File: src/hdl/pm0_pkg.sv
package pm0_pkg;

  localparam int WORD_BITS   = 32;
  localparam int CODE_AW     = 9;
  localparam int CODE_DEPTH  = 512;
  localparam int STACK_AW    = 11;
  localparam int STACK_DEPTH = 2048;
  localparam int IDX_W       = WORD_BITS + 2;

  localparam logic [STACK_AW-1:0] STACK_MAX = STACK_AW'(STACK_DEPTH - 1);

  typedef logic [WORD_BITS-1:0] word_t;

  // Opcodes.
  localparam logic [3:0] OP_LIT = 4'd1;
  localparam logic [3:0] OP_OPR = 4'd2;
  localparam logic [3:0] OP_LOD = 4'd3;
  localparam logic [3:0] OP_STO = 4'd4;
  localparam logic [3:0] OP_CAL = 4'd5;
  localparam logic [3:0] OP_INC = 4'd6;
  localparam logic [3:0] OP_JMP = 4'd7;
  localparam logic [3:0] OP_JPC = 4'd8;
  localparam logic [3:0] OP_SIO = 4'd9;

  // OPR and SIO subcodes.
  localparam word_t OPR_RET = 32'd0;
  localparam word_t OPR_NEG = 32'd1;
  localparam word_t OPR_ADD = 32'd2;
  localparam word_t OPR_SUB = 32'd3;
  localparam word_t OPR_MUL = 32'd4;
  localparam word_t OPR_DIV = 32'd5;
  localparam word_t OPR_ODD = 32'd6;
  localparam word_t OPR_MOD = 32'd7;
  localparam word_t OPR_EQL = 32'd8;
  localparam word_t OPR_NEQ = 32'd9;
  localparam word_t OPR_LSS = 32'd10;
  localparam word_t OPR_LEQ = 32'd11;
  localparam word_t OPR_GTR = 32'd12;
  localparam word_t OPR_GEQ = 32'd13;
  localparam word_t SIO_WRITE = 32'd1;
  localparam word_t SIO_READ  = 32'd2;

  localparam logic [1:0] ERR_NONE     = 2'd0;
  localparam logic [1:0] ERR_DIV_ZERO = 2'd1;
  localparam logic [1:0] ERR_RANGE    = 2'd2;
  localparam logic [1:0] ERR_BAD_OP   = 2'd3;

  localparam logic REQ_LOAD = 1'b0;

  typedef struct packed {
    logic                        req_type;
    logic [CODE_AW-1:0]          code_addr;
    logic [3:0]                  code_op;
    logic [3:0]                  code_level;
    logic signed [WORD_BITS-1:0] code_m;
    logic signed [WORD_BITS-1:0] in_value;
  } req_t;

  typedef struct packed {
    logic [CODE_AW-1:0]          pc_now;
    logic [STACK_AW-1:0]         bp_now;
    logic [STACK_AW-1:0]         sp_now;
    logic                        out_valid;
    logic signed [WORD_BITS-1:0] out_value;
    logic                        in_used;
    logic                        halted;
    logic [1:0]                  error_code;
  } rsp_t;

  typedef struct packed {
    logic [3:0] op;
    logic [3:0] level;
    word_t      m;
  } code_word_t;

  typedef struct packed {
    logic               we;
    logic [CODE_AW-1:0] waddr;
    code_word_t         wdata;
    logic               re;
    logic [CODE_AW-1:0] raddr;
  } code_port_t;

  typedef struct packed {
    logic                we;
    logic [STACK_AW-1:0] waddr;
    word_t               wdata;
    logic                re;
    logic [STACK_AW-1:0] raddr;
  } stk_port_t;

  typedef enum logic [3:0] {
    ST_CLEAR,
    ST_IDLE,
    ST_FETCH,
    ST_WALK,
    ST_WALK_WAIT,
    ST_LOD_WR,
    ST_STO_WR,
    ST_CAL_2,
    ST_CAL_3,
    ST_TOP,
    ST_SECOND,
    ST_DIV,
    ST_RET_1,
    ST_RET_2,
    ST_RESP
  } state_t;

endpackage

File: src/hdl/pm0_divider.sv
module pm0_divider (
  input  logic           clk,
  input  logic           rst,
  input  logic           start,
  input  logic           is_mod,
  input  pm0_pkg::word_t dividend,
  input  pm0_pkg::word_t divisor,
  output logic           done,
  output pm0_pkg::word_t result
);
  import pm0_pkg::*;

  localparam int CW = $clog2(WORD_BITS);
  localparam logic [CW-1:0] LAST = CW'(WORD_BITS - 1);

  logic               busy;
  logic [CW-1:0]      cnt;
  word_t              quo;
  word_t              dmag;
  logic [WORD_BITS:0] rem;
  logic [WORD_BITS:0] rem_sh;
  logic [WORD_BITS:0] diff;
  logic               take;
  logic               neg_a;
  logic               neg_b;
  logic               mod_q;

  // Restoring division on magnitudes, one quotient bit per cycle.
  assign rem_sh = {rem[WORD_BITS-1:0], quo[WORD_BITS-1]};
  assign diff   = rem_sh - {1'b0, dmag};
  assign take   = !diff[WORD_BITS];

  always_ff @(posedge clk) begin
    if (rst) begin
      busy <= 1'b0;
      done <= 1'b0;
    end else begin
      done <= busy && (cnt == LAST);
      if (start) begin
        busy <= 1'b1;
      end else if (busy && (cnt == LAST)) begin
        busy <= 1'b0;
      end
    end
  end

  always_ff @(posedge clk) begin
    if (start) begin
      quo   <= dividend[WORD_BITS-1] ? word_t'(0) - dividend : dividend;
      dmag  <= divisor[WORD_BITS-1] ? word_t'(0) - divisor : divisor;
      rem   <= '0;
      cnt   <= '0;
      neg_a <= dividend[WORD_BITS-1];
      neg_b <= divisor[WORD_BITS-1];
      mod_q <= is_mod;
    end else if (busy) begin
      rem <= take ? diff : rem_sh;
      quo <= {quo[WORD_BITS-2:0], take};
      cnt <= cnt + CW'(1);
    end
  end

  // Truncating division: the remainder takes the sign of the dividend.
  always_comb begin
    if (mod_q) begin
      result = neg_a ? word_t'(0) - rem[WORD_BITS-1:0] : rem[WORD_BITS-1:0];
    end else begin
      result = (neg_a ^ neg_b) ? word_t'(0) - quo : quo;
    end
  end

endmodule

File: config.mk
export PLATFORM = sky130hd
export DESIGN_NAME = pm0_divider
export DESIGN_NICKNAME = d
export VERILOG_FILES = /design/src/hdl/pm0_pkg.sv /design/src/hdl/pm0_divider.sv
export SDC_FILE = /design/constraint.sdc
export NUM_CORES = 1
export LEC_CHECK = 0
export BUFFER_PORTS_ARGS = -buffer_cell sky130_fd_sc_hd__buf_2
export CORE_ASPECT_RATIO = 1.25
export CORE_MARGIN = 4
export CORE_UTILIZATION = 50
export CTS_BUF_LIST = sky130_fd_sc_hd__clkbuf_4 sky130_fd_sc_hd__clkbuf_8
export DETAILED_ROUTE_END_ITERATION = 7
export PLACE_DENSITY = 0.8
export SLEW_MARGIN = 20
export SYNTH_ARGS = -nofsm -noshare
export SYNTH_HDL_FRONTEND = slang
export SYNTH_SLANG_ARGS = --single-unit
File: constraint.sdc
create_clock -name clk -period 4.7 [get_ports clk]
set_input_delay 0 -clock clk [delete_from_list [all_inputs] [get_ports clk]]
set_output_delay 0 -clock clk [all_outputs]
set_load 0.02 [all_outputs]
==> results_dict.tcl <==
set metrics [dict create \
    outcome "finished, final reports clean" \
    timing.hold.ws_ns 0.0155 \
    clock_path_buffers 2 \
    antenna_found_initial 0 \
    start_util 0.507 \
    diodes 0 \
    ys_types 69 \
    fin_nets 1279 \
    path_max_fanout 4 \
    drc 0 \
    area_growth_pct 13.0 \
    port_buffers 100 \
    setup_tns_ns 0 \
    synth-main-ff-cell "edfxtp_1" \
    slew_headroom 0.380 \
    stdcell_count 1400 \
    ioPinCount 101 \
    drive_gt1_frac 0.126 \
    clk_latency_ns 0.38 \
    cts.root.buffer_cell "clkbuf_8" \
    hold_viol 0 \
    wl_per_cell_um 16.2 \
    async_flop_share 0 \
    vias 8317 \
    ant_nets 0 \
    crit_buf_inv 1 \
    power.density_nw_per_um2 274 \
    worst_pin_slew_ns 0.928 \
    fill_cells 1633 \
    critPathSlowestCell "o41ai_1" \
    period_needed_ns 3.94 \
    syn_area_um2 8840 \
    cap_violations 0 \
    worstReg2RegStart "rem[0]" \
    holdPathStages 3 \
    ctsResizeCount 0 \
    cts_sinks 106 \
    ys_ff_latch 106 \
    chipHeight_um 157 \
    rrSetupSlack_ns 0.89 \
    drv_slew 0 \
    wl_um 22600 \
    r2r-end "rem[3]" \
    firstDrtPassIters 5 \
    cts_made_buffers 9 \
    synth-edff-count 67 \
    setup_violations 0 \
    clk_pin_slew_worst_paths_ns 0.10 \
    die_width_um 127 \
    routabilityCongestion 0.945 \
    grt_max_degree 65 \
    avgSynthCellArea_um2 8.26 \
    start_kind "register" \
    ff2ff_path_depth 12 \
    critical_path_class "reg2out" \
    fin_skew_ns 0.0122 \
    hold-path-endpoint "quo[21]" \
    rsz0062_at_grt "no" \
    ys_seq_area_frac 0.316 \
    grt_pass1_vias 7887 \
    hold_class "in2reg" \
    leakage_uw 0.00393 \
    first_iter_violations 539 \
    endpoint_kind "primary output" \
    overflow 0 \
    rows 54 \
    placed_cells 1353 \
    dp_hpwl_um 17100 \
    ys_warn_count 0 \
    arrival_ns 3.94 \
    max_freq_mhz 254 \
    cts_max_level 3 \
    design.core.area_um2 17400 \
    grt_usage 0.223 \
    max_stage_delay_ns 0.76 \
    cts_tree "built" \
    crit_required_ns 4.70 \
    grt_pass1_wl_um 36500 \
    worstHoldStart "dividend[21]" \
    syn_nets 1178 \
    dieArea_um2 19900 \
    ir_drop_v 0.000156 \
    cpLargestDelayFamily "compound AO/OA/AOI/OAI gates" \
    via_per_inst 5.94 \
    crit_chain "nor4_1 -> nand2_1 -> or3_1 -> o41ai_1 -> o21a_1 -> o21ai_0 -> xnor2_1 -> nor2_1 -> a21oi_1 -> buf_2" \
    netlist_instances 1071 \
    period_share 0.839 \
]
==> cells in the mapped netlist (6+ instances only) <==
cell type / n / area [µm²]
xnor2_1: 69 / 604
dfxtp_1: 39 / 781
a21o_1: 14 / 105
o41ai_1: 15 / 131
a21oi_1: 92 / 460
xor2_1: 77 / 674
ha_1: 38 / 475
nor2b_1: 13 / 81.3
o21a_1: 6 / 45.0
a311oi_1: 21 / 184
a31oi_1: 8 / 50.1
inv_1: 49 / 184
nand4_1: 9 / 56.3
o211ai_1: 12 / 90.1
nand3_1: 26 / 130
or4_1: 13 / 97.6
edfxtp_1: 67 / 2010
nor2_1: 114 / 428
nor3_1: 7 / 35.0
o21ai_0: 87 / 435
mux2i_1: 7 / 70.1
clkbuf_1: 49 / 184
nor4_1: 14 / 87.6
nand2b_1: 18 / 113
nand2_1: 74 / 278
o31ai_1: 27 / 203
or3_1: 21 / 131
==> power breakdown <==
group	total (µW)	internal [µW]	switching, µW
Combinational	1050	426	623
Clock	510	186	323
Sequential	1180	1090	89.5
Total	2740	1700	1040
==> through the flow <==
step | power, µW | worst slack [ns] | utilization | cell area (µm²)
4_1_cts | 2740 | 0.871 | 0.573 | 9990
2_1_floorplan | 1920 | 1.27 | - | 8840
3_3_place_gp | 2200 | 1.08 | 0.546 | 9510
6_report | 2740 | 0.756 | 0.573 | 9990
3_5_place_dp | 2220 | 0.949 | 0.546 | 9510
5_1_grt | 2900 | 0.534 | 0.573 | 9990
==> worst min-delay path: stages <==
cell     delay [ns]
buf_2          0.09
xor2_1         0.06
a21oi_1        0.13
==> per-layer routing <==
layer	track usage	vias to the layer above	wire [µm]
met1	0.254	3929	8930
li1	-	4137	-
met4	0.0996	0	909
met2	0.411	196	11800
met3	0.0348	55	952
met5	0	-	0
==> repair_timing <==
item                      4_1_cts  5_1_grt
buffers inserted                0        0
hold buffers                   32        0
hold endpoints to repair       34        0
==> registers in the layout, summed over array words and instances (netlist names) <==
register and count:
dmag 32, mod_q 1, neg_b 1, cnt 5, quo 32, done 1
busy 1, rem 32, neg_a 1
==> cell families (layout without fill, tap and decap cells) <==
family	Yosys count	after routing	share of synthesized area
xor+xnor	146	146	0.145
mux	8	8	0.00920
flops	106	106	0.316
compound gates	329	329	0.240
simple gates	339	339	0.189
buf+inv	104	209	0.0453
fa+ha+maj	39	39	0.0560
==> layout by cell type, fill, tap and decap left out, types with 5 or more instances in the layout <==
cell type and instances:
xor2_1 77, nor2b_1 13, nor3_1 6, a31oi_1 8, inv_1 49, nand2_1 74, and3_1 5, o311ai_0 5
o31ai_1 27, nor2_1 114, buf_2 99, a21oi_1 92, ha_1 38, xnor2_1 69, buf_4 14, mux2i_1 7
o41ai_1 15, nor4_1 14, a311oi_1 21, or3_1 21, o21a_1 6, dfxtp_1 39, or4_1 13, nand3_1 26
or2_2 5, o211ai_1 12, a21o_1 14, a211oi_1 5, clkbuf_8 9, nand4_1 9, edfxtp_1 67, dlygate4sd3_1 32
o21ai_0 87, nand2b_1 18
==> how the worst max path moves through the flow <==
stage                     depth (start not counted)          to    start  slack (ns)
after detailed placement                         12      rem[3]   rem[0]        0.95
after floorplan                                  14     rem[24]  quo[31]        1.27
final                                            10  result[31]   quo[5]        0.76
after global placement                           13      rem[3]  quo[31]        1.08
after global routing                             10  result[31]  quo[10]        0.53
after CTS                                        10  result[31]   quo[5]        0.87
==> cell type report <==
type,instances,area (µm²),share of cell area
repair buffers,145,921,0.0922
clock buffers,9,124,0.0124
well taps,224,280,0.0280
multi-input cells,861,5660,0.566
flip-flops and latches,106,2790,0.279
clock inverters,6,35.0,0.00351
inverters,49,184,0.0184
No activity file was read; power rests on OpenSTA's default activity.
