## config.mk

```make
export PLATFORM = sky130hd
export DESIGN_NAME = pm0_core
export DESIGN_NICKNAME = d
export VERILOG_FILES = /design/src/hdl/pm0_pkg.sv /design/src/hdl/pm0_core.sv
export SDC_FILE = /design/constraint.sdc
export NUM_CORES = 2
export LEC_CHECK = 0
export ABC_AREA = 1
export BUFFER_PORTS_ARGS = -buffer_cell sky130_fd_sc_hd__buf_2
export CORE_ASPECT_RATIO = 1.1
export CORE_UTILIZATION = 30
export CTS_BUF_LIST = sky130_fd_sc_hd__clkbuf_8 sky130_fd_sc_hd__clkbuf_16
export CTS_CLUSTER_SIZE = 40
export DETAILED_ROUTE_END_ITERATION = 7
export PLACE_DENSITY_LB_ADDON = 0.15
export RECOVER_POWER = 25
export SETUP_SLACK_MARGIN = 0.4
export SLEW_MARGIN = 30
export SYNTH_ARGS = -nofsm -noshare
export SYNTH_HDL_FRONTEND = slang
export SYNTH_SLANG_ARGS = --single-unit
```

## constraint.sdc

```tcl
create_clock -name clk -period 8.8 [get_ports clk]
set_input_delay 0.88 -clock clk [delete_from_list [all_inputs] [get_ports clk]]
set_output_delay 0.88 -clock clk [all_outputs]
set_load 0.02 [all_outputs]
```

## src/hdl/pm0_pkg.sv

```systemverilog
package pm0_pkg;

  localparam int WORD_BITS   = 32;
  localparam int CODE_AW     = 9;
  localparam int CODE_DEPTH  = 512;
  localparam int STACK_AW    = 11;
  localparam int STACK_DEPTH = 2048;
  localparam int IDX_W       = WORD_BITS + 2;

  localparam logic [STACK_AW-1:0] STACK_MAX = STACK_AW'(STACK_DEPTH - 1);

  typedef logic [WORD_BITS-1:0] word_t;

  // Opcodes.
  localparam logic [3:0] OP_LIT = 4'd1;
  localparam logic [3:0] OP_OPR = 4'd2;
  localparam logic [3:0] OP_LOD = 4'd3;
  localparam logic [3:0] OP_STO = 4'd4;
  localparam logic [3:0] OP_CAL = 4'd5;
  localparam logic [3:0] OP_INC = 4'd6;
  localparam logic [3:0] OP_JMP = 4'd7;
  localparam logic [3:0] OP_JPC = 4'd8;
  localparam logic [3:0] OP_SIO = 4'd9;

  // OPR and SIO subcodes.
  localparam word_t OPR_RET = 32'd0;
  localparam word_t OPR_NEG = 32'd1;
  localparam word_t OPR_ADD = 32'd2;
  localparam word_t OPR_SUB = 32'd3;
  localparam word_t OPR_MUL = 32'd4;
  localparam word_t OPR_DIV = 32'd5;
  localparam word_t OPR_ODD = 32'd6;
  localparam word_t OPR_MOD = 32'd7;
  localparam word_t OPR_EQL = 32'd8;
  localparam word_t OPR_NEQ = 32'd9;
  localparam word_t OPR_LSS = 32'd10;
  localparam word_t OPR_LEQ = 32'd11;
  localparam word_t OPR_GTR = 32'd12;
  localparam word_t OPR_GEQ = 32'd13;
  localparam word_t SIO_WRITE = 32'd1;
  localparam word_t SIO_READ  = 32'd2;

  localparam logic [1:0] ERR_NONE     = 2'd0;
  localparam logic [1:0] ERR_DIV_ZERO = 2'd1;
  localparam logic [1:0] ERR_RANGE    = 2'd2;
  localparam logic [1:0] ERR_BAD_OP   = 2'd3;

  localparam logic REQ_LOAD = 1'b0;

  typedef struct packed {
    logic                        req_type;
    logic [CODE_AW-1:0]          code_addr;
    logic [3:0]                  code_op;
    logic [3:0]                  code_level;
    logic signed [WORD_BITS-1:0] code_m;
    logic signed [WORD_BITS-1:0] in_value;
  } req_t;

  typedef struct packed {
    logic [CODE_AW-1:0]          pc_now;
    logic [STACK_AW-1:0]         bp_now;
    logic [STACK_AW-1:0]         sp_now;
    logic                        out_valid;
    logic signed [WORD_BITS-1:0] out_value;
    logic                        in_used;
    logic                        halted;
    logic [1:0]                  error_code;
  } rsp_t;

  typedef struct packed {
    logic [3:0] op;
    logic [3:0] level;
    word_t      m;
  } code_word_t;

  typedef struct packed {
    logic               we;
    logic [CODE_AW-1:0] waddr;
    code_word_t         wdata;
    logic               re;
    logic [CODE_AW-1:0] raddr;
  } code_port_t;

  typedef struct packed {
    logic                we;
    logic [STACK_AW-1:0] waddr;
    word_t               wdata;
    logic                re;
    logic [STACK_AW-1:0] raddr;
  } stk_port_t;

  typedef enum logic [3:0] {
    ST_CLEAR,
    ST_IDLE,
    ST_FETCH,
    ST_WALK,
    ST_WALK_WAIT,
    ST_LOD_WR,
    ST_STO_WR,
    ST_CAL_2,
    ST_CAL_3,
    ST_TOP,
    ST_SECOND,
    ST_DIV,
    ST_RET_1,
    ST_RET_2,
    ST_RESP
  } state_t;

endpackage

```

## src/hdl/pm0_core.sv

```systemverilog
module pm0_core (
  input  logic                clk,
  input  logic                rst,
  input  logic                req_valid,
  output logic                req_stall,
  input  pm0_pkg::req_t       req,
  output logic                res_valid,
  input  logic                res_ready,
  output pm0_pkg::rsp_t       res,
  output pm0_pkg::code_port_t code_port,
  input  pm0_pkg::code_word_t code_q,
  output pm0_pkg::stk_port_t  stk,
  input  pm0_pkg::word_t      stk_q,
  output logic                div_start,
  output logic                div_mod,
  output pm0_pkg::word_t      div_a,
  output pm0_pkg::word_t      div_b,
  input  logic                div_done,
  input  pm0_pkg::word_t      div_res
);
  import pm0_pkg::*;

  state_t              state, state_next;
  logic [CODE_AW-1:0]  pc, pc_next;
  logic [STACK_AW-1:0] bp, bp_next;
  logic [STACK_AW-1:0] sp, sp_next;
  logic                halt, halt_next;
  logic [STACK_AW-1:0] clr_addr;
  word_t               in_q;
  word_t               base_q, base_next;
  logic [3:0]          walk_cnt, walk_cnt_next;
  word_t               top_q, top_next;
  logic [STACK_AW-1:0] idx_q, idx_next;
  logic [1:0]          err_q, err_next;
  logic                outv_q, outv_next;
  word_t               outval_q, outval_next;
  logic                inused_q, inused_next;
  logic                commit;

  logic [3:0]          op;
  logic [3:0]          lvl;
  word_t               cm;
  logic                accept;
  logic [CODE_AW-1:0]  pc_inc;
  logic [CODE_AW-1:0]  mpc;
  logic [STACK_AW-1:0] sp_up, sp_dn;
  logic                sp_full, sp_empty;
  logic                is_bad;
  logic                opr_unary;
  logic                is_divmod;
  logic                ret_ok, cal_ok, inc_ok;
  logic [IDX_W-1:0]    inc_sum;
  logic                base_step_ok, base_idx_ok;
  logic [IDX_W-1:0]    off_sum;
  logic                off_ok, lod_ok, sto_ok;
  logic                nbp_ok;
  word_t               alu_res;
  word_t               odd_res;

  assign op  = code_q.op;
  assign lvl = code_q.level;
  assign cm  = code_q.m;

  assign req_stall = (state != ST_IDLE);
  assign accept    = req_valid && !req_stall;
  assign res_valid = (state == ST_RESP) && res_ready;

  assign pc_inc   = pc + CODE_AW'(1);
  assign mpc      = cm[CODE_AW-1:0];
  assign sp_up    = sp + STACK_AW'(1);
  assign sp_dn    = sp - STACK_AW'(1);
  assign sp_full  = (sp == STACK_MAX);
  assign sp_empty = (sp == '0);

  assign is_bad = (op < OP_LIT) || (op > OP_SIO) ||
                  ((op == OP_OPR) && (cm > OPR_GEQ)) ||
                  ((op == OP_SIO) && (cm != SIO_WRITE) && (cm != SIO_READ));
  assign opr_unary = (cm == OPR_NEG) || (cm == OPR_ODD);
  assign is_divmod = (cm == OPR_DIV) || (cm == OPR_MOD);

  // A return needs bp - 1 and bp + 2 inside the stack.
  assign ret_ok = (bp != '0) && (bp <= STACK_MAX - STACK_AW'(2));
  assign cal_ok = (sp <= STACK_MAX - STACK_AW'(3));

  assign inc_sum = {{(IDX_W-STACK_AW){1'b0}}, sp} + {{2{cm[WORD_BITS-1]}}, cm};
  assign inc_ok  = (inc_sum[IDX_W-1:STACK_AW] == '0);

  // A link that is followed must be a valid index; the final base may sit one past
  // the top, since the offset can still bring the address back inside.
  assign base_step_ok = (base_q[WORD_BITS-1:STACK_AW] == '0);
  assign base_idx_ok  = !base_q[WORD_BITS-1] && (base_q <= word_t'(STACK_DEPTH));
  assign off_sum = {{2{base_q[WORD_BITS-1]}}, base_q} + {{2{cm[WORD_BITS-1]}}, cm};
  assign off_ok  = base_idx_ok && (off_sum[IDX_W-1:STACK_AW] == '0);
  assign lod_ok  = off_ok && !sp_full;
  assign sto_ok  = off_ok && !sp_empty;
  assign nbp_ok  = (stk_q[WORD_BITS-1:STACK_AW] == '0);

  assign odd_res = stk_q[0] ? (stk_q[WORD_BITS-1] ? '1 : word_t'(1)) : '0;

  // Second operand is the older word (stk_q), first popped is top_q.
  always_comb begin
    case (cm)
      OPR_ADD: alu_res = stk_q + top_q;
      OPR_SUB: alu_res = stk_q - top_q;
      OPR_MUL: alu_res = stk_q * top_q;
      OPR_EQL: alu_res = word_t'(stk_q == top_q);
      OPR_NEQ: alu_res = word_t'(stk_q != top_q);
      OPR_LSS: alu_res = word_t'($signed(stk_q) < $signed(top_q));
      OPR_LEQ: alu_res = word_t'($signed(stk_q) <= $signed(top_q));
      OPR_GTR: alu_res = word_t'($signed(stk_q) > $signed(top_q));
      default: alu_res = word_t'($signed(stk_q) >= $signed(top_q));
    endcase
  end

  assign div_a   = stk_q;
  assign div_b   = top_q;
  assign div_mod = (cm == OPR_MOD);

  // Next state.
  always_comb begin
    state_next = state;
    unique case (state)
      ST_CLEAR: begin
        if (clr_addr == STACK_MAX) begin
          state_next = ST_IDLE;
        end
      end
      ST_IDLE: begin
        if (accept) begin
          if ((req.req_type == REQ_LOAD) || halt) begin
            state_next = ST_RESP;
          end else begin
            state_next = ST_FETCH;
          end
        end
      end
      ST_FETCH: begin
        state_next = ST_RESP;
        if (!is_bad) begin
          case (op)
            OP_OPR: begin
              if (cm == OPR_RET) begin
                if (ret_ok) state_next = ST_RET_1;
              end else if (opr_unary || !sp_empty) begin
                state_next = ST_TOP;
              end
            end
            OP_LOD, OP_STO, OP_CAL: state_next = ST_WALK;
            OP_JPC: begin
              if (!sp_empty) state_next = ST_TOP;
            end
            OP_SIO: begin
              if ((cm == SIO_WRITE) && !sp_empty) state_next = ST_TOP;
            end
            default: state_next = ST_RESP;
          endcase
        end
      end
      ST_WALK: begin
        state_next = ST_RESP;
        if (walk_cnt != '0) begin
          if (base_step_ok) state_next = ST_WALK_WAIT;
        end else begin
          case (op)
            OP_LOD: begin
              if (lod_ok) state_next = ST_LOD_WR;
            end
            OP_STO: begin
              if (sto_ok) state_next = ST_STO_WR;
            end
            default: begin
              if (cal_ok) state_next = ST_CAL_2;
            end
          endcase
        end
      end
      ST_WALK_WAIT: state_next = ST_WALK;
      ST_LOD_WR:    state_next = ST_RESP;
      ST_STO_WR:    state_next = ST_RESP;
      ST_CAL_2:     state_next = ST_CAL_3;
      ST_CAL_3:     state_next = ST_RESP;
      ST_TOP: begin
        if ((op == OP_OPR) && !opr_unary) begin
          state_next = ST_SECOND;
        end else begin
          state_next = ST_RESP;
        end
      end
      ST_SECOND: begin
        if (is_divmod && (top_q != '0)) begin
          state_next = ST_DIV;
        end else begin
          state_next = ST_RESP;
        end
      end
      ST_DIV: begin
        if (div_done) state_next = ST_RESP;
      end
      ST_RET_1: begin
        state_next = nbp_ok ? ST_RET_2 : ST_RESP;
      end
      ST_RET_2: state_next = ST_RESP;
      ST_RESP: begin
        if (res_ready) state_next = ST_IDLE;
      end
      default: state_next = ST_IDLE;
    endcase
  end

  // Datapath controls and register updates.
  always_comb begin
    pc_next       = pc;
    bp_next       = bp;
    sp_next       = sp;
    halt_next     = halt;
    base_next     = base_q;
    walk_cnt_next = walk_cnt;
    top_next      = top_q;
    idx_next      = idx_q;
    err_next      = err_q;
    outv_next     = outv_q;
    outval_next   = outval_q;
    inused_next   = inused_q;
    commit        = 1'b0;
    code_port     = '0;
    stk           = '0;
    div_start     = 1'b0;

    unique case (state)
      ST_CLEAR: begin
        stk.we    = 1'b1;
        stk.waddr = clr_addr;
      end
      ST_IDLE: begin
        if (accept) begin
          err_next    = ERR_NONE;
          outv_next   = 1'b0;
          outval_next = '0;
          inused_next = 1'b0;
          if (req.req_type == REQ_LOAD) begin
            code_port.we          = 1'b1;
            code_port.waddr       = req.code_addr;
            code_port.wdata.op    = req.code_op;
            code_port.wdata.level = req.code_level;
            code_port.wdata.m     = req.code_m;
          end else if (!halt) begin
            code_port.re    = 1'b1;
            code_port.raddr = pc;
          end
        end
      end
      ST_FETCH: begin
        if (is_bad) begin
          err_next = ERR_BAD_OP;
        end else begin
          case (op)
            OP_LIT: begin
              if (sp_full) begin
                err_next = ERR_RANGE;
              end else begin
                stk.we    = 1'b1;
                stk.waddr = sp_up;
                stk.wdata = cm;
                commit    = 1'b1;
                pc_next   = pc_inc;
                sp_next   = sp_up;
              end
            end
            OP_OPR: begin
              if (cm == OPR_RET) begin
                if (ret_ok) begin
                  stk.re    = 1'b1;
                  stk.raddr = bp + STACK_AW'(1);
                end else begin
                  err_next = ERR_RANGE;
                end
              end else if (opr_unary || !sp_empty) begin
                stk.re    = 1'b1;
                stk.raddr = sp;
              end else begin
                err_next = ERR_RANGE;
              end
            end
            OP_LOD, OP_STO, OP_CAL: begin
              base_next     = word_t'(bp);
              walk_cnt_next = lvl;
            end
            OP_INC: begin
              if (inc_ok) begin
                commit  = 1'b1;
                pc_next = pc_inc;
                sp_next = inc_sum[STACK_AW-1:0];
              end else begin
                err_next = ERR_RANGE;
              end
            end
            OP_JMP: begin
              commit  = 1'b1;
              pc_next = mpc;
            end
            OP_JPC: begin
              if (sp_empty) begin
                err_next = ERR_RANGE;
              end else begin
                stk.re    = 1'b1;
                stk.raddr = sp;
              end
            end
            default: begin
              if (cm == SIO_WRITE) begin
                if (sp_empty) begin
                  err_next = ERR_RANGE;
                end else begin
                  stk.re    = 1'b1;
                  stk.raddr = sp;
                end
              end else if (sp_full) begin
                err_next = ERR_RANGE;
              end else begin
                stk.we      = 1'b1;
                stk.waddr   = sp_up;
                stk.wdata   = in_q;
                inused_next = 1'b1;
                commit      = 1'b1;
                pc_next     = pc_inc;
                sp_next     = sp_up;
              end
            end
          endcase
        end
      end
      ST_WALK: begin
        if (walk_cnt != '0) begin
          if (base_step_ok) begin
            stk.re    = 1'b1;
            stk.raddr = base_q[STACK_AW-1:0];
          end else begin
            err_next = ERR_RANGE;
          end
        end else begin
          case (op)
            OP_LOD: begin
              if (lod_ok) begin
                stk.re    = 1'b1;
                stk.raddr = off_sum[STACK_AW-1:0];
              end else begin
                err_next = ERR_RANGE;
              end
            end
            OP_STO: begin
              if (sto_ok) begin
                stk.re    = 1'b1;
                stk.raddr = sp;
                idx_next  = off_sum[STACK_AW-1:0];
              end else begin
                err_next = ERR_RANGE;
              end
            end
            default: begin
              if (cal_ok) begin
                stk.we    = 1'b1;
                stk.waddr = sp_up;
                stk.wdata = base_q;
              end else begin
                err_next = ERR_RANGE;
              end
            end
          endcase
        end
      end
      ST_WALK_WAIT: begin
        base_next     = stk_q;
        walk_cnt_next = walk_cnt - 4'd1;
      end
      ST_LOD_WR: begin
        stk.we    = 1'b1;
        stk.waddr = sp_up;
        stk.wdata = stk_q;
        commit    = 1'b1;
        pc_next   = pc_inc;
        sp_next   = sp_up;
      end
      ST_STO_WR: begin
        stk.we    = 1'b1;
        stk.waddr = idx_q;
        stk.wdata = stk_q;
        commit    = 1'b1;
        pc_next   = pc_inc;
        sp_next   = sp_dn;
      end
      ST_CAL_2: begin
        stk.we    = 1'b1;
        stk.waddr = sp + STACK_AW'(2);
        stk.wdata = word_t'(bp);
      end
      ST_CAL_3: begin
        stk.we    = 1'b1;
        stk.waddr = sp + STACK_AW'(3);
        stk.wdata = word_t'(pc_inc);
        commit    = 1'b1;
        pc_next   = mpc;
        bp_next   = sp_up;
      end
      ST_TOP: begin
        case (op)
          OP_OPR: begin
            if (cm == OPR_NEG) begin
              stk.we    = 1'b1;
              stk.waddr = sp;
              stk.wdata = word_t'(0) - stk_q;
              commit    = 1'b1;
              pc_next   = pc_inc;
            end else if (cm == OPR_ODD) begin
              stk.we    = 1'b1;
              stk.waddr = sp;
              stk.wdata = odd_res;
              commit    = 1'b1;
              pc_next   = pc_inc;
            end else begin
              top_next  = stk_q;
              stk.re    = 1'b1;
              stk.raddr = sp_dn;
            end
          end
          OP_JPC: begin
            commit  = 1'b1;
            pc_next = (stk_q == '0) ? mpc : pc_inc;
            sp_next = sp_dn;
          end
          default: begin
            outv_next   = 1'b1;
            outval_next = stk_q;
            commit      = 1'b1;
            pc_next     = pc_inc;
            sp_next     = sp_dn;
          end
        endcase
      end
      ST_SECOND: begin
        if (is_divmod && (top_q != '0)) begin
          div_start = 1'b1;
        end else begin
          stk.we    = 1'b1;
          stk.waddr = sp_dn;
          stk.wdata = is_divmod ? '0 : alu_res;
          if (is_divmod) err_next = ERR_DIV_ZERO;
          commit    = 1'b1;
          pc_next   = pc_inc;
          sp_next   = sp_dn;
        end
      end
      ST_DIV: begin
        if (div_done) begin
          stk.we    = 1'b1;
          stk.waddr = sp_dn;
          stk.wdata = div_res;
          commit    = 1'b1;
          pc_next   = pc_inc;
          sp_next   = sp_dn;
        end
      end
      ST_RET_1: begin
        if (nbp_ok) begin
          base_next = stk_q;
          stk.re    = 1'b1;
          stk.raddr = bp + STACK_AW'(2);
        end else begin
          err_next = ERR_RANGE;
        end
      end
      ST_RET_2: begin
        commit  = 1'b1;
        pc_next = stk_q[CODE_AW-1:0];
        sp_next = bp - STACK_AW'(1);
        bp_next = base_q[STACK_AW-1:0];
      end
      ST_RESP: begin
      end
      default: begin
      end
    endcase

    if (commit) begin
      halt_next = (pc_next == '0) && (bp_next == '0) && (sp_next == '0);
    end
  end

  always_ff @(posedge clk) begin
    if (rst) begin
      state    <= ST_CLEAR;
      pc       <= '0;
      bp       <= STACK_AW'(1);
      sp       <= '0;
      halt     <= 1'b0;
      clr_addr <= '0;
    end else begin
      state <= state_next;
      pc    <= pc_next;
      bp    <= bp_next;
      sp    <= sp_next;
      halt  <= halt_next;
      if (state == ST_CLEAR) begin
        clr_addr <= clr_addr + STACK_AW'(1);
      end
    end
  end

  always_ff @(posedge clk) begin
    if (accept) begin
      in_q <= req.in_value;
    end
    base_q   <= base_next;
    walk_cnt <= walk_cnt_next;
    top_q    <= top_next;
    idx_q    <= idx_next;
    err_q    <= err_next;
    outv_q   <= outv_next;
    outval_q <= outval_next;
    inused_q <= inused_next;
  end

  always_comb begin
    res.pc_now     = pc;
    res.bp_now     = bp;
    res.sp_now     = sp;
    res.out_valid  = outv_q;
    res.out_value  = outval_q;
    res.in_used    = inused_q;
    res.halted     = halt;
    res.error_code = err_q;
  end

  a_bad_op_no_change: assert property (@(posedge clk) disable iff (rst)
    (state == ST_FETCH) && is_bad |=>
      (err_q == ERR_BAD_OP) && (pc == $past(pc)) && (sp == $past(sp)) && (bp == $past(bp)))
    else $error("bad opcode changed the machine registers");

  a_halted_step: assert property (@(posedge clk) disable iff (rst)
    (state == ST_IDLE) && accept && (req.req_type != REQ_LOAD) && halt |=>
      (state == ST_RESP) && $stable(pc) && $stable(sp))
    else $error("step request on a halted machine did not answer at once");

  a_stack_one_access: assert property (@(posedge clk) disable iff (rst)
    !(stk.we && stk.re))
    else $error("stack memory read and written in the same cycle");

endmodule
```

==> flow_results.org <==
** Status
- The run finished, with violations left.
- The checks that failed: antenna violations, max-capacitance violations, max-slew violations.

** Logic synthesis
- The synthesized design contains 194 register bits.
- Synthesis produced a netlist with a net count of 6,711.
- Yosys printed 0 warnings.
- The netlist uses 74 different library cells.
- Each instance of the synthesized netlist takes up on average 6.74 um^2.
- Sequential elements use 13.6% of the synthesized area.
- Synth async-reset ratio :: 0%
- Primary flip-flop cell chosen by synthesis mapping :: edfxtp_1
- The cell count after synthesis came out at 5,856.
- Summing every instance area after synthesis gives 39,500 um^2.
- Post-synth EDFFs :: 147

** Critical path
- Capturing element type of the critical path :: output pin
- Arrival time worst endpoint :: 7760 ps
- Counting both buffers and inverters, the worst setup path holds a total of 9.
- Along the worst path, the maximum fanout reaches 11.
- Crit-path most repeated cell :: fa_1
- The slowest stage of the critical path belongs to the cell fa_1.
- Worst EP required :: 7920 ps
- Worst setup SP type :: flop
- Type of the worst setup path :: reg2out
- Crit-path max cell delay :: 570 ps
- Broken down by cell family, the worst path's largest delay share belongs to adder cells.

** Floorplanning
- Area of the core region :: 130,000 um^2
- For this configuration, the core starts out at a cell density of 30.2%.
- Number of top-level pins :: 443
- The die covers 133,000 um^2.
- The floorplan step set the die width to 348 um.
- FP Rows :: 139
- Die H :: 382 um

** Global route
- Global routing used 31.2% of the available tracks.
- The first global-routing pass estimated 298,000 um of wire.
- The layer flagged by global routing as most heavily used is met2.
- Congestion Overflow GR :: 0
- Largest net degree at the start of global routing :: 51
- Global Route met1 Usage :: 37.5%
- The via count of the first global-routing pass was 42,100.
- Met3 track utilization from global routing :: 5.17%
- Global routing used 52.1% of the available met2 tracks.
- Initial antenna violation count :: 11

** STA
- Fin Clk Skew :: 20.5 ps
- F_max :: 116 MHz
- Final number of setup-violating endpoints :: 0
- Final worst-path cycle share :: 98.1%
- Final hold violation count :: 0
- Setup repair after global routing could not meet its margin everywhere.
- The final count of pins violating max slew came to 90.
- Transition at the pin with the smallest max-transition slack :: 2820 ps
- Final hold slack :: 481 ps
- The worst path meets setup with 165 ps of slack.
- Worst rel slew slack :: -88.0%
- Post-route minimum period :: 8640 ps

** Drt
- Across all layers, the routed design uses 42,300 vias.
- Post-detailed-routing wire length :: 211,000 um
- Routed wire length per instance :: 26.3 um
- The first TritonRoute pass finished after 6 iterations.
- DRC violation count after routing :: 0
- Average via count per standard cell :: 5.28
- Count of nets left with antenna violations after detail routing :: 1
- Number of DRC markers after the initial detailed-route iteration :: 3,963

** Clocking
- Counting the buffers created by CTS gives 17.
- The H-tree was split into 4 levels.
- Worst-skew pair later-pin latency :: 560 ps
- TritonCTS built the clock tree.
- Clock tree synthesis selected as its root buffer the cell clkbuf_16.
- The longest clock path from root to sink contains 2 buffers.
- Clock-pin slew was measured on the worst setup and hold paths at 100 ps.
- Sink Count :: 194

** Layout
- Fraction of final layout cells with drive strength greater than 1 :: 14.4%
- Number of nets at the end of the flow :: 7,158
- Syn-to-layout area delta :: 16.9%
- Non-Filler Instances :: 8,015
- FILL cells :: 14,300

** Placed design
- Number of placed instances with taps included :: 7,932
- DP HPWL :: 173,000 um
- Routability-driven placement finished with a final weighted congestion of 1.04.
- Worst setup slack before clock tree synthesis :: -143 ps
- In this run the tool buffered the top-level ports with 442 buffer cells.

** Power and ir drop
- Switching portion of total power :: 51.8%
- Worst IR drop on VDD :: 0.663 mV
- Registers are responsible for 8.7% of the overall power.
- In this run the power spent charging and discharging nets is 6.67 mW.
- For this design the ratio of total power to cell area is 279 nW/um^2.
- Static Leak :: 24.1 nW
- The clock network accounts for 6.6% of the total power.
- Of the total power, combinational logic draws 84.7%.
- Cell internal power dissipation :: 6.20 mW

** Min path
- The path class of the tightest hold or removal check is in2reg.

** Flow run
- Reported max-cap violation count :: 2
==> power groups by stage <==
stage               logic [mW]  registers, mW  clock network [mW]
global placement          9.07           1.14                   0
finish                    10.9           1.12               0.855
detailed placement        9.01           1.14                   0
floorplan                 5.36           1.14                   0
CTS                       9.51           1.12               0.872
global route              11.9           1.12               0.892
==> placed cells by master (no fill, tap or decap), types with 22 or more instances in the layout <==
cell type	count
nor4_1	22
nand2_2	26
clkbuf_1	40
edfxtp_1	147
nor2_1	532
xnor2_1	46
buf_2	394
or2_2	23
dfxtp_1	47
a21oi_1	308
inv_1	1153
a31oi_1	23
o221ai_1	26
xor2_1	104
nor3_1	85
nand3_1	236
o22ai_1	36
nand4_1	82
a221oi_1	31
nand2_1	1423
nor2_2	22
ha_1	236
buf_4	226
inv_2	27
fa_1	398
o21ai_0	212
o211ai_1	29
==> final timing paths <==
check | from | to | slack, ps | depth (start not counted)
setup / recovery | div_b[3] | stk[39] | 160 | 32
hold reg to reg | clr_addr[7] | clr_addr[7] | 510 | 2
hold / removal | req[6] | in_q[6] | 480 | 1
setup reg to reg | div_b[2] | halt | 3090 | 20
==> metrics by stage <==
step	util, %	TNS, ps	total power, mW	cell area [um^2]
after floorplan	-	0	6.51	39500
after global placement	34.1	-105	10.2	44400
after detailed placement	34.1	-143	10.1	44500
after CTS	34.9	0	11.5	45500
after global routing	35.3	-37.9	13.9	46100
final	35.4	0	12.9	46100
==> Yosys cell counts, types with 16 or more instances <==
| cell | n | area [um^2] |
|---|---|---|
| a211oi_1 | 19 | 143 |
| a21oi_1 | 323 | 1620 |
| a221oi_1 | 32 | 280 |
| a22oi_1 | 22 | 165 |
| a31oi_1 | 24 | 150 |
| buf_1 | 32 | 120 |
| buf_2 | 23 | 115 |
| buf_4 | 39 | 293 |
| clkbuf_1 | 183 | 687 |
| clkinv_1 | 17 | 63.8 |
| dfxtp_1 | 47 | 941 |
| edfxtp_1 | 147 | 4410 |
| fa_1 | 412 | 8250 |
| ha_1 | 252 | 3150 |
| inv_1 | 1159 | 4350 |
| inv_2 | 22 | 82.6 |
| nand2_1 | 1445 | 5420 |
| nand3_1 | 248 | 1240 |
| nand4_1 | 82 | 513 |
| nor2_1 | 539 | 2020 |
| nor2_2 | 16 | 100 |
| nor3_1 | 86 | 430 |
| nor4_1 | 23 | 144 |
| o2111ai_1 | 20 | 175 |
| o211ai_1 | 29 | 218 |
| o21ai_0 | 224 | 1120 |
| o221ai_1 | 27 | 236 |
| o22ai_1 | 36 | 225 |
| or2_2 | 23 | 144 |
| xnor2_1 | 47 | 412 |
| xor2_1 | 106 | 928 |
==> timing repair <==
action,in CTS,in global routing
endpoints found under the hold margin,0,0
gates resized for setup,52,114
gates cloned,2,1
pin swaps,9,47
setup buffers,21,20
hold buffers,0,0
endpoints found under the setup margin,17,17
==> cells by family (layout without fill, tap and decap cells) <==
| group | after synthesis | in the layout | synth area share, % |
|---|---|---|---|
| simple gates | 2511 | 2511 | 26.4 |
| buf+inv | 1477 | 1937 | 14.5 |
| compound gates | 857 | 857 | 13.2 |
| fa+ha+maj | 664 | 664 | 28.9 |
| flops | 194 | 194 | 13.6 |
| xor+xnor | 153 | 153 | 3.40 |
| other cells | 0 | 7 | 0 |
==> routing by layer <==
layer | vias to the layer above | part of all wire, %
li1 | 19300 | -
met1 | 20600 | 39
met2 | 1940 | 47
met3 | 475 | 7.0
met4 | 8 | 6.8
met5 | - | 0.025
==> state kept, by name, indices dropped and copies added (netlist names) <==
signal and flops:
bp 11, div_b 32, state 4, halt 1, walk_cnt 4, idx_q 11, outval_q 32, inused_q 1
clr_addr 11, in_q 32, outv_q 1, base_q 32, sp 11, err_q 2, pc 9
==> worst register-to-register path: stages, from the launching register on <==
cell and delay (ps):
edfxtp_1 440, buf_4 160, buf_6 140, buf_16 180, nor4_1 870, nand3_1 140, nor3_1 560, nand2_1 330
nand3_1 460, nand2_1 190, nor2_1 260, nand2_1 390, a21boi_1 260, nand2_1 100, nand2_1 100, nand2_1 60
nor2_1 620, nand2_1 100, nor2_1 120, nand2_1 80, a21oi_2 100
==> cell type report <==
type / instances / area [um^2] / area share (%)
antenna: 7 / 17.5 / 0.0380
clock buffer: 17 / 425 / 0.922
clock inverter: 15 / 139 / 0.301
inverter: 1198 / 4500 / 9.75
multi-input combinational: 4185 / 29000 / 62.9
sequential: 194 / 5360 / 11.6
tap: 1692 / 2120 / 4.59
timing repair buffer: 707 / 4570 / 9.90
Power figures use the tool's default switching activity.
